### src/sv/pdc_pkg.sv
// ----------------------------------------------------------------------------
// pdc_pkg: shared types and constants of the profiled drive controller
// widths of the stream fields, config register map and profile constants
// ----------------------------------------------------------------------------
package pdc_pkg;

    localparam int unsigned POS_W    = 24;
    localparam int unsigned HEAD_W   = 16;
    localparam int unsigned DT_W     = 8;
    localparam int unsigned PWR_W    = 7;
    localparam int unsigned GAIN_W   = 16;
    localparam int unsigned TIME_W   = 16;
    localparam int unsigned FWD_W    = 8;
    localparam int unsigned ERR_W    = POS_W + 1;
    localparam int unsigned PROD_W   = ERR_W + GAIN_W + 1;

    localparam int unsigned CFG_ADDR_W = 3;
    localparam int unsigned CFG_DATA_W = 24;

    // stream beat layouts
    localparam int unsigned S_DATA_W = 56;
    localparam int unsigned M_DATA_W = 32;

    localparam logic [TIME_W-1:0] SETTLE_MS       = TIME_W'(300);
    localparam logic [ERR_W-1:0]  TOLERANCE_TICKS = ERR_W'(10);

    typedef enum logic [CFG_ADDR_W-1:0] {
        CFG_TARGET_POSITION = 3'd0,
        CFG_MAX_POWER       = 3'd1,
        CFG_ACCEL_GAIN      = 3'd2,
        CFG_DECEL_GAIN      = 3'd3,
        CFG_TIMEOUT_MS      = 3'd4,
        CFG_MIN_ACCEL_POWER = 3'd5,
        CFG_MIN_DRIVE_POWER = 3'd6
    } t_cfg_idx;

endpackage

### src/sv/profiled_drive_controller.sv
// ----------------------------------------------------------------------------
// profiled_drive_controller: trapezoid profile p-controller with settle timeout
// one control tick in, one power/turn/done beat out, three register stages
// ----------------------------------------------------------------------------
// from input beat to output beat a tick passes the input, operand and result registers
// throughput: one tick per cycle unless m_axis_tready stalls the output; the timers and the finished flag are updated
//   in the first stage, so each tick sees the state left by the one before it
// the 25x17 product of the second stage sets the clock period
// reset (synchronous, active low): config back to defaults, timers cleared,
//   move finished until a restart tick arrives, pipeline emptied
module profiled_drive_controller (
    input  logic                              i_clk,
    input  logic                              i_rst_n,
    // config write port
    input  logic                              i_cfg_we,
    input  logic [pdc_pkg::CFG_ADDR_W-1:0]    i_cfg_addr,
    input  logic [pdc_pkg::CFG_DATA_W-1:0]    i_cfg_wdata,
    // tick stream in
    input  logic                              s_axis_tvalid,
    output logic                              s_axis_tready,
    // [0] restart, [24:1] drive_position, [40:25] heading, [48:41] elapsed_ms,
    // [55:49] zero
    input  logic [pdc_pkg::S_DATA_W-1:0]      s_axis_tdata,
    // result stream out
    output logic                              m_axis_tvalid,
    input  logic                              m_axis_tready,
    // [7:0] forward_power, [23:8] turn_power, [24] done_res, [31:25] zero
    output logic [pdc_pkg::M_DATA_W-1:0]      m_axis_tdata
);
    import pdc_pkg::*;

    // ---------------- configuration registers ----------------
    logic signed [POS_W-1:0]  r_target;
    logic [PWR_W-1:0]         r_max_power;
    logic [GAIN_W-1:0]        r_accel_gain;
    logic [GAIN_W-1:0]        r_decel_gain;
    logic [TIME_W-1:0]        r_timeout;
    logic [PWR_W-1:0]         r_min_accel;
    logic [PWR_W-1:0]         r_min_drive;

    always_ff @(posedge i_clk) begin
        if (!i_rst_n) begin
            r_target     <= '0;
            r_max_power  <= '1;
            r_accel_gain <= '0;
            r_decel_gain <= '0;
            r_timeout    <= '1;
            r_min_accel  <= '0;
            r_min_drive  <= '0;
        end else if (i_cfg_we) begin
            unique case (t_cfg_idx'(i_cfg_addr))
                CFG_TARGET_POSITION: r_target     <= i_cfg_wdata[POS_W-1:0];
                CFG_MAX_POWER:       r_max_power  <= i_cfg_wdata[PWR_W-1:0];
                CFG_ACCEL_GAIN:      r_accel_gain <= i_cfg_wdata[GAIN_W-1:0];
                CFG_DECEL_GAIN:      r_decel_gain <= i_cfg_wdata[GAIN_W-1:0];
                CFG_TIMEOUT_MS:      r_timeout    <= i_cfg_wdata[TIME_W-1:0];
                CFG_MIN_ACCEL_POWER: r_min_accel  <= i_cfg_wdata[PWR_W-1:0];
                CFG_MIN_DRIVE_POWER: r_min_drive  <= i_cfg_wdata[PWR_W-1:0];
                default: ; // unmapped index, write dropped
            endcase
        end
    end

    // ---------------- elastic pipeline control ----------------
    logic r_s1_valid, r_s2_valid, r_o_valid;
    logic o_ready, s2_ready, s1_ready;
    logic s_fire, s1_fire, s2_fire;

    assign o_ready  = !r_o_valid || m_axis_tready;
    assign s2_ready = !r_s2_valid || o_ready;
    assign s1_ready = !r_s1_valid || s2_ready;

    assign s_axis_tready = s1_ready;
    assign s_fire  = s_axis_tvalid && s1_ready;
    assign s1_fire = r_s1_valid && s2_ready;
    assign s2_fire = r_s2_valid && o_ready;

    always_ff @(posedge i_clk) begin
        if (!i_rst_n) begin
            r_s1_valid <= 1'b0;
            r_s2_valid <= 1'b0;
            r_o_valid  <= 1'b0;
        end else begin
            if (s1_ready) r_s1_valid <= s_axis_tvalid;
            if (s2_ready) r_s2_valid <= r_s1_valid;
            if (o_ready)  r_o_valid  <= r_s2_valid;
        end
    end

    // ---------------- stage 1: input register ----------------
    logic                     r_s1_restart;
    logic signed [POS_W-1:0]  r_s1_pos;
    logic signed [HEAD_W-1:0] r_s1_head;
    logic [DT_W-1:0]          r_s1_dt;

    always_ff @(posedge i_clk) begin
        if (s_fire) begin
            r_s1_restart <= s_axis_tdata[0];
            r_s1_pos     <= s_axis_tdata[POS_W:1];
            r_s1_head    <= s_axis_tdata[POS_W+HEAD_W:POS_W+1];
            r_s1_dt      <= s_axis_tdata[POS_W+HEAD_W+DT_W:POS_W+HEAD_W+1];
        end
    end

    // ---------------- move state ----------------
    logic [TIME_W-1:0] r_settle_time, r_run_time;
    logic              r_finished;
    logic [TIME_W-1:0] n_settle_time, n_run_time;
    logic              n_finished;

    // stage 1 combinational work: timers, profile select, turn correction
    logic                      active;
    logic [TIME_W:0]           run_sum, settle_sum;
    logic [TIME_W-1:0]         run_upd, settle_upd;
    logic signed [ERR_W-1:0]   err;
    logic [ERR_W-1:0]          err_mag;
    logic [POS_W-1:0]          tgt_mag;
    logic                      accel_half;
    logic                      dir_pos;
    logic [PWR_W-1:0]          base_mag;
    logic signed [FWD_W-1:0]   n_base;
    logic signed [ERR_W-1:0]   n_operand;
    logic [GAIN_W-1:0]         n_gain;
    logic signed [HEAD_W-1:0]  n_turn;

    always_comb begin
        run_sum    = {1'b0, r_run_time} + (TIME_W+1)'(r_s1_dt);
        settle_sum = {1'b0, r_settle_time} + (TIME_W+1)'(r_s1_dt);
        run_upd    = run_sum[TIME_W] ? '1 : run_sum[TIME_W-1:0];
        settle_upd = settle_sum[TIME_W] ? '1 : settle_sum[TIME_W-1:0];

        // timers first: restart clears, a running tick accumulates
        if (r_s1_restart) begin
            n_run_time    = '0;
            n_settle_time = '0;
            active        = 1'b1;
        end else if (!r_finished) begin
            n_run_time    = run_upd;
            n_settle_time = settle_upd;
            active        = 1'b1;
        end else begin
            n_run_time    = r_run_time;
            n_settle_time = r_settle_time;
            active        = 1'b0;
        end

        err     = ERR_W'(r_target) - ERR_W'(r_s1_pos);
        err_mag = err[ERR_W-1] ? ERR_W'(-err) : err;
        tgt_mag = r_target[POS_W-1] ? POS_W'(-r_target) : POS_W'(r_target);
        dir_pos = !r_target[POS_W-1] && (r_target != '0);

        // accelerate while more than half the distance remains
        accel_half = {err_mag, 1'b0} > (ERR_W+1)'(tgt_mag);
        if (accel_half) begin
            n_operand = ERR_W'(r_s1_pos);
            n_gain    = r_accel_gain;
            base_mag  = r_min_accel;
        end else begin
            n_operand = err;
            n_gain    = r_decel_gain;
            base_mag  = r_min_drive;
        end
        n_base = dir_pos ? FWD_W'(base_mag) : FWD_W'(-FWD_W'(base_mag));

        // negated heading, most negative heading saturates
        n_turn = (r_s1_head == {1'b1, {(HEAD_W-1){1'b0}}}) ?
                 {1'b0, {(HEAD_W-1){1'b1}}} : HEAD_W'(-r_s1_head);

        // settle and timeout checks close out the tick
        n_finished = r_finished;
        if (active) begin
            n_finished = 1'b0;
            if (err_mag < TOLERANCE_TICKS) begin
                if (n_settle_time > SETTLE_MS) n_finished = 1'b1;
            end else begin
                n_settle_time = '0;
            end
            if (n_run_time > r_timeout) n_finished = 1'b1;
        end
    end

    always_ff @(posedge i_clk) begin
        if (!i_rst_n) begin
            r_settle_time <= '0;
            r_run_time    <= '0;
            r_finished    <= 1'b1;
        end else if (s1_fire) begin
            r_settle_time <= n_settle_time;
            r_run_time    <= n_run_time;
            r_finished    <= n_finished;
        end
    end

    // ---------------- stage 2: operand register, then product ----------------
    logic signed [ERR_W-1:0]  r_s2_operand;
    logic [GAIN_W-1:0]        r_s2_gain;
    logic signed [FWD_W-1:0]  r_s2_base;
    logic                     r_s2_active;
    logic signed [HEAD_W-1:0] r_s2_turn;
    logic                     r_s2_done;

    always_ff @(posedge i_clk) begin
        if (s1_fire) begin
            r_s2_operand <= n_operand;
            r_s2_gain    <= n_gain;
            r_s2_base    <= n_base;
            r_s2_active  <= active;
            r_s2_turn    <= n_turn;
            r_s2_done    <= n_finished;
        end
    end

    // Q8 power: base * 256 plus operand times the Q8.8 gain
    logic signed [PROD_W-1:0] n_power;
    always_comb begin
        n_power = PROD_W'(r_s2_operand * $signed({1'b0, r_s2_gain}))
                + {{(PROD_W-FWD_W-8){r_s2_base[FWD_W-1]}}, r_s2_base, 8'h00};
    end

    // ---------------- stage 3: clamp and result register ----------------
    logic signed [PROD_W-1:0] r_s3_power;
    logic                     r_s3_active;
    logic signed [HEAD_W-1:0] r_s3_turn;
    logic                     r_s3_done;

    always_ff @(posedge i_clk) begin
        if (s2_fire) begin
            r_s3_power  <= n_power;
            r_s3_active <= r_s2_active;
            r_s3_turn   <= r_s2_turn;
            r_s3_done   <= r_s2_done;
        end
    end

    assign m_axis_tvalid = r_o_valid;

    logic signed [PROD_W-1:0] lim;
    logic signed [PROD_W-1:0] clamped;
    logic signed [PROD_W-1:0] quot;
    logic signed [FWD_W-1:0]  fwd;

    always_comb begin
        lim = PROD_W'({r_max_power, 8'h00});
        if (r_s3_power > lim)       clamped = lim;
        else if (r_s3_power < -lim) clamped = -lim;
        else                        clamped = r_s3_power;
        // divide by 256 rounding toward zero
        quot = clamped >>> 8;
        if (clamped[PROD_W-1] && (clamped[7:0] != 8'h00)) quot = quot + PROD_W'(1);
        fwd = r_s3_active ? quot[FWD_W-1:0] : '0;
    end

    // result beat is held in the stage 3 registers until taken
    assign m_axis_tdata = {{(M_DATA_W-FWD_W-HEAD_W-1){1'b0}},
                           r_s3_done,
                           (r_s3_active ? r_s3_turn : {HEAD_W{1'b0}}),
                           fwd};

    // ---------------- assertions ----------------
    // once finished, the timers hold until a restart tick passes stage 1
    a_fin_hold: assert property (@(posedge i_clk) disable iff (!i_rst_n)
        r_finished && !(s1_fire && r_s1_restart) |=> $stable(r_run_time))
        else $error("run timer moved while finished");

    // run time only grows between restarts
    a_run_mono: assert property (@(posedge i_clk) disable iff (!i_rst_n)
        s1_fire && !r_s1_restart |=> r_run_time >= $past(r_run_time))
        else $error("run timer went backwards");

    // settle timer is cleared more often than the run timer, never ahead of it
    a_settle_le_run: assert property (@(posedge i_clk) disable iff (!i_rst_n)
        r_settle_time <= r_run_time)
        else $error("settle timer exceeds run timer");

endmodule
### config.mk
export PLATFORM = sky130hd
export DESIGN_NAME = profiled_drive_controller
export DESIGN_NICKNAME = d
export VERILOG_FILES = /design/src/sv/pdc_pkg.sv /design/src/sv/profiled_drive_controller.sv
export SDC_FILE = /design/constraint.sdc
export NUM_CORES = 2
export LEC_CHECK = 0
export BUFFER_PORTS_ARGS = -buffer_cell sky130_fd_sc_hd__clkbuf_2
export CORE_MARGIN = 2
export CORE_UTILIZATION = 40
export CTS_CLUSTER_DIAMETER = 50
export DETAILED_ROUTE_END_ITERATION = 10
export GPL_TIMING_DRIVEN = 0
export PLACE_DENSITY = 0.65
export SKIP_LAST_GASP = 1
export SYNTH_ARGS = -nofsm -noshare
export SYNTH_HDL_FRONTEND = slang
export SYNTH_SLANG_ARGS = --single-unit
### constraint.sdc
create_clock -name i_clk -period 7.4 [get_ports i_clk]
set_input_delay 1.48 -clock i_clk [delete_from_list [all_inputs] [get_ports i_clk]]
set_output_delay 1.48 -clock i_clk [all_outputs]
set_load 0.01 [all_outputs]
After elaboration in Yosys (flattened, before gate mapping)
Index checks and enable logic that the tools add are counted.
{ "word_totals": {"reg_bits": 305, "output_inout_bits": 34} }
{ "classes": {"addsub": 10, "mul": 1, "order_cmp": 6, "eq_ne": 7, "n_mux": 25, "reduce_logical": 22} }
{ "ops": {"columns": ["op", "count"], "rows": [
  ["$mux 16", 10],
  ["$mux 42", 2],
  ["$mux 25", 2],
  ["$add 42x42->42", 1],
  ["$gt 42x16->1", 1],
  ["$lt 42x42->1", 1],
  ["$mul 25x17->42", 1],
  ["$neg 15->42", 1],
  ["$add 16x8->17", 2],
  ["$gt 26x24->1", 1],
  ["$lt 25x4->1 const B", 1],
  ["$neg 25->25", 1],
  ["$sub 24x24->25", 1],
  ["$mux 24", 1],
  ["$neg 24->24", 1],
  ["$reduce_bool 24->1", 1],
  ["$eq 16x16->1 const B", 1],
  ["$gt 16x16->1", 1],
  ["$gt 16x9->1 const B", 1],
  ["$mux 8", 2],
  ["$neg 16->16", 1],
  ["$mux 7", 2],
  ["$reduce_and 2->1", 7],
  ["$eq 3x3->1 const B", 3],
  ["other kinds (10)", 25]
]} }

Longest topological paths before layout
{ "depth": {"ltp_word": 9, "depth_mapped": 31, "mapped_depth_nobuf": 28} }

Worst setup path before layout
No wires, ideal clock.
{ "synth_path": {"kind": "register -> register", "startpoint": "reg r_s2_gain[7]", "endpoint": "reg r_s3_power[41] (data pin)", "setup_ns": 0.158, "arrival_ns": 6.698, "required_ns": 7.242, "path_slack_ns": 0.544, "stages_incl_launch_ff": 25, "period_less_slack_ns": 6.856, "cell_sequence": "edfxtp_1 > clkbuf_1 > nand2_1 > fa_1 > inv_1 > fa_1 > inv_1 > fa_1 > inv_1 > fa_1 > inv_1 > fa_1 > inv_1 > fa_1 > ha_1 > a21o_1 > a221o_1 > a21oi_1 > o211ai_1 > a211oi_1 > nand2b_1 > a41oi_1 > or4_1 > a2111o_1 > o211ai_1"} }
{ "synth_via": {"elab_chain_cells": 2} }
{ "synth_lines": {"columns": ["item", "line_no", "text"], "rows": [
  ["start, declared", "profiled_drive_controller.sv:196", "logic [GAIN_W-1:0] r_s2_gain;"],
  ["start signal, assigned", "profiled_drive_controller.sv:205", "r_s2_gain <= n_gain;"],
  ["$mul 25x17->42", "profiled_drive_controller.sv:216", "n_power = PROD_W'(r_s2_operand * $signed({1'b0, r_s2_gain}))"],
  ["$add 42x42->42", "profiled_drive_controller.sv:217", "+ {{(PROD_W-FWD_W-8){r_s2_base[FWD_W-1]}}, r_s2_base, 8'h00};"],
  ["net n_power[41]", "profiled_drive_controller.sv:214", "logic signed [PROD_W-1:0] n_power;"],
  ["end signal, assigned", "profiled_drive_controller.sv:228", "r_s3_power <= n_power;"],
  ["end, declared", "profiled_drive_controller.sv:221", "logic signed [PROD_W-1:0] r_s3_power;"]
]} }
The timed path passes the listed nets, and every way through them passes these cells.
A chain may end at the register's enable or synchronous reset.

Worst setup path after layout
{ "layout_path": {"startpoint": "reg r_s2_gain[11]", "endpoint": "reg r_s3_power[41] (data pin)"} }
The elaborated chain is that of the path after synthesis.

==> results.toml <==
[run_status]
outcome = "completed"

[clocking]
htree_levels = 2
tritoncts = "done"
clock-root-buffer = "clkbuf_16"
cts-buffers-inserted = 38
clk_pin_slew_ns = 0.06
cts.sinks = 305
clkLatencyLatePin_ns = 0.57
postCtsHoldBufs = 0
clk_path_buf_depth = 3

[global_route]
grtUsageMet3_pct = 3.89
grt.busiest_layer = "met2"
grt_use_met1_pct = 28.8
grt_pass1_vias = 25588
grt_pass1_wl_um = 143000
grt_use_met2_pct = 35.8
grt_overflow_total = 0
grtUsageTotal_pct = 22.0
grt_max_degree = 55
antenna_found_initial = 3

[timing]
layout_min_cycle_time_ns = 7.22
slew-limit-headroom_pct = 25.6
slew_violations = 0
final.setup_skew_ns = 0.0262
hold_viol = 0
worst_pin_slew_ns = 1.11
setup_violations = 0
fin_crit_sh_pct = 97.5
fmax_ghz = 0.139

[route]
ant_nets = 0
drt_iter0_drc = 1537
wl_per_cell_um = 18.9
via_per_inst = 5.23
drcViolationCount = 0
firstDrtPassIters = 5
dr_total_vias = 25090
routed_wl_um = 90600

[synthesis]
synth-main-ff-cell = "edfxtp_1"
synth_edf_count = 176
synth_top_area_share_pct = 25.2
yosysUniqueCellTypes = 91
avgSynthCellArea_um2 = 9.37
ys_warn_count = 0
synth_common_cells = "inv_1 (552), nand2_1 (481), fa_1 (411)"
synth_largest_area_cell = "fa_1"
async_flop_share_pct = 0
ys_top_cells_by_area = "fa_1 (25%), edfxtp_1 (16%), ha_1 (9.0%)"
yosysMostFrequentCell = "inv_1"
synthCells = 3485
seq_area_frac_synth_pct = 24.1
synth_area_mm2 = 0.0327
ys_ff_latch = 305

[worst_setup_path]
start_kind = "flop"
rr_worst_depth = 23
crit_family = "adder cells"
setup.worst_path.class = "reg2reg"
cpMaxStageDelayCell = "fa_1"
endpoint_kind = "flop"
crit_required_ns = 7.76
reg2reg_from = "r_s2_gain[11]"
reg2reg_setup_slack_ns = 0.18
path_cells = "buf_12 -> clkbuf_4 -> and2_1 -> fa_1 -> fa_1 -> inv_1 -> fa_1 -> fa_1 -> fa_1 -> inv_1 -> fa_1 -> ha_2 -> a21o_1 -> a21o_1 -> a21o_1 -> a21o_1 -> a21o_1 -> a21o_1 -> a21oi_4 -> a41oi_2 -> or4_4 -> a2111o_1 -> o211ai_1"
crit-reg2reg-capture = "r_s3_power[41]"
critical_path_arrival_ns = 7.57
path_buf_inv = 4
slowest_delay_ns = 0.55
cp_max_fo = 10

[layout]
num-nets-final = 4440
utilization_pct = 45.9
area_growth_pct = 13.5
layout-drive-gt1-share_pct = 10.8
fillers = 7741

[placement]
hpwlAfterDp_um = 72100
placement.io_buffers = 106
routabilityCongestion = 0.950

[floorplanning]
die_h_um = 290
core_mm2 = 0.0807
ioPinCount = 122
initial_core_util_pct = 40.5
fp.dieArea_mm2 = 0.0840
rows = 104
die_w_um = 290

[hold_path]
min_path_cells = 0
whs_endpoint = "r_s3_active"
min_path_type = "reg2reg"
hold_path_startpoint = "r_s2_active"

[run]
maxCapViolCount = 0
## worst max-delay path by stage
stage / cells after the start / endpoint / from / slack, ns
finish: 23 / r_s3_power[41] / r_s2_gain[11] / 0.18
CTS: 23 / r_s3_power[41] / r_s2_operand[19] / -0.1
global route: 23 / r_s3_power[41] / r_s2_gain[11] / -0.009
floorplan: 24 / r_s3_power[41] / r_s2_gain[7] / 0.54
global placement: 24 / r_s3_power[41] / r_s2_gain[9] / -1.20
detailed placement: 24 / r_s3_power[41] / r_s2_gain[9] / -1.20
## layout by cell type (no fill, tap or decap), types with 43 or more instances in the layout
cell type,count
xnor2_1,72
ha_1,230
xor2_1,64
a21o_1,50
o21ai_0,83
inv_1,545
nand2_1,478
nor2b_1,43
buf_4,76
a21boi_0,79
dfxtp_1,129
a21oi_1,109
edfxtp_1,176
fa_1,407
and2_1,210
clkbuf_2,127
clkbuf_1,66
nor3_1,43
nor2_1,112
## metal layers
layer | vias to the layer above | part of all wire (%)
met2 | 778 | 46
met1 | 12271 | 43
met3 | 200 | 6.8
met5 | - | 0.014
met4 | 2 | 4.8
li1 | 11839 | -
## final cells by class
cell class                      instances  area [um^2]  share of cell area [%]
Multi-Input combinational cell       2490        22400                    60.5
Clock inverter                         24          370                   0.999
Buffer                                136          816                    2.20
Sequential cell                       305         7870                    21.2
Timing Repair Buffer                  180         1190                    3.21
Clock buffer                           46          991                    2.67
Tap cell                             1060         1330                    3.58
Antenna cell                            1         2.50                 0.00675
Inverter                              554         2080                    5.61
## repair_timing
item                       4_1_cts  5_1_grt
gates resized for setup         84      118
pin swaps                        1       18
buffers inserted                43       27
cloned                           0        0
setup endpoints to repair       24       14
## per-stage QoR
step                      setup WS [ns]  area, um^2  hold WS (ns)  TNS (ns)  cells
after global routing           -0.00917       37100         0.423  -0.00917   4795
after detailed placement          -1.20       34700         0.405     -6.92   4661
after floorplan                   0.544       32700         0.400         0   3491
final                             0.183       37100         0.418         0   4796
after global placement            -1.20       34500         0.403     -7.24   4657
after CTS                       -0.0951       36600         0.419   -0.0951   4772
## kinds of logic (layout without fill, tap and decap cells)
kind of cell / count (synthesis) / after routing / synth area share [%]
compound gates: 531 / 531 / 11.1
xor+xnor: 138 / 138 / 3.70
fa+ha+maj: 647 / 647 / 34.2
buf+inv: 696 / 940 / 8.23
flops: 305 / 305 / 24.1
mux: 63 / 63 / 2.05
other cells: 1 / 8 / 0.0115
simple gates: 1104 / 1104 / 16.6
## registers in the layout, indices dropped and copies added (netlist names), 7 cells and up
register / flops
r_accel_gain: 16
r_decel_gain: 16
r_max_power: 7
r_min_accel: 7
r_min_drive: 7
r_run_time: 16
r_s1_dt: 8
r_s1_head: 16
r_s1_pos: 24
r_s2_base: 8
r_s2_gain: 16
r_s2_operand: 25
r_s2_turn: 16
r_s3_power: 42
r_s3_turn: 16
r_settle_time: 16
r_target: 24
r_timeout: 16
Power is left out: the tool's default activity adds up to more than one toggle a clock period on the data nets, which glitch-free logic cannot reach.
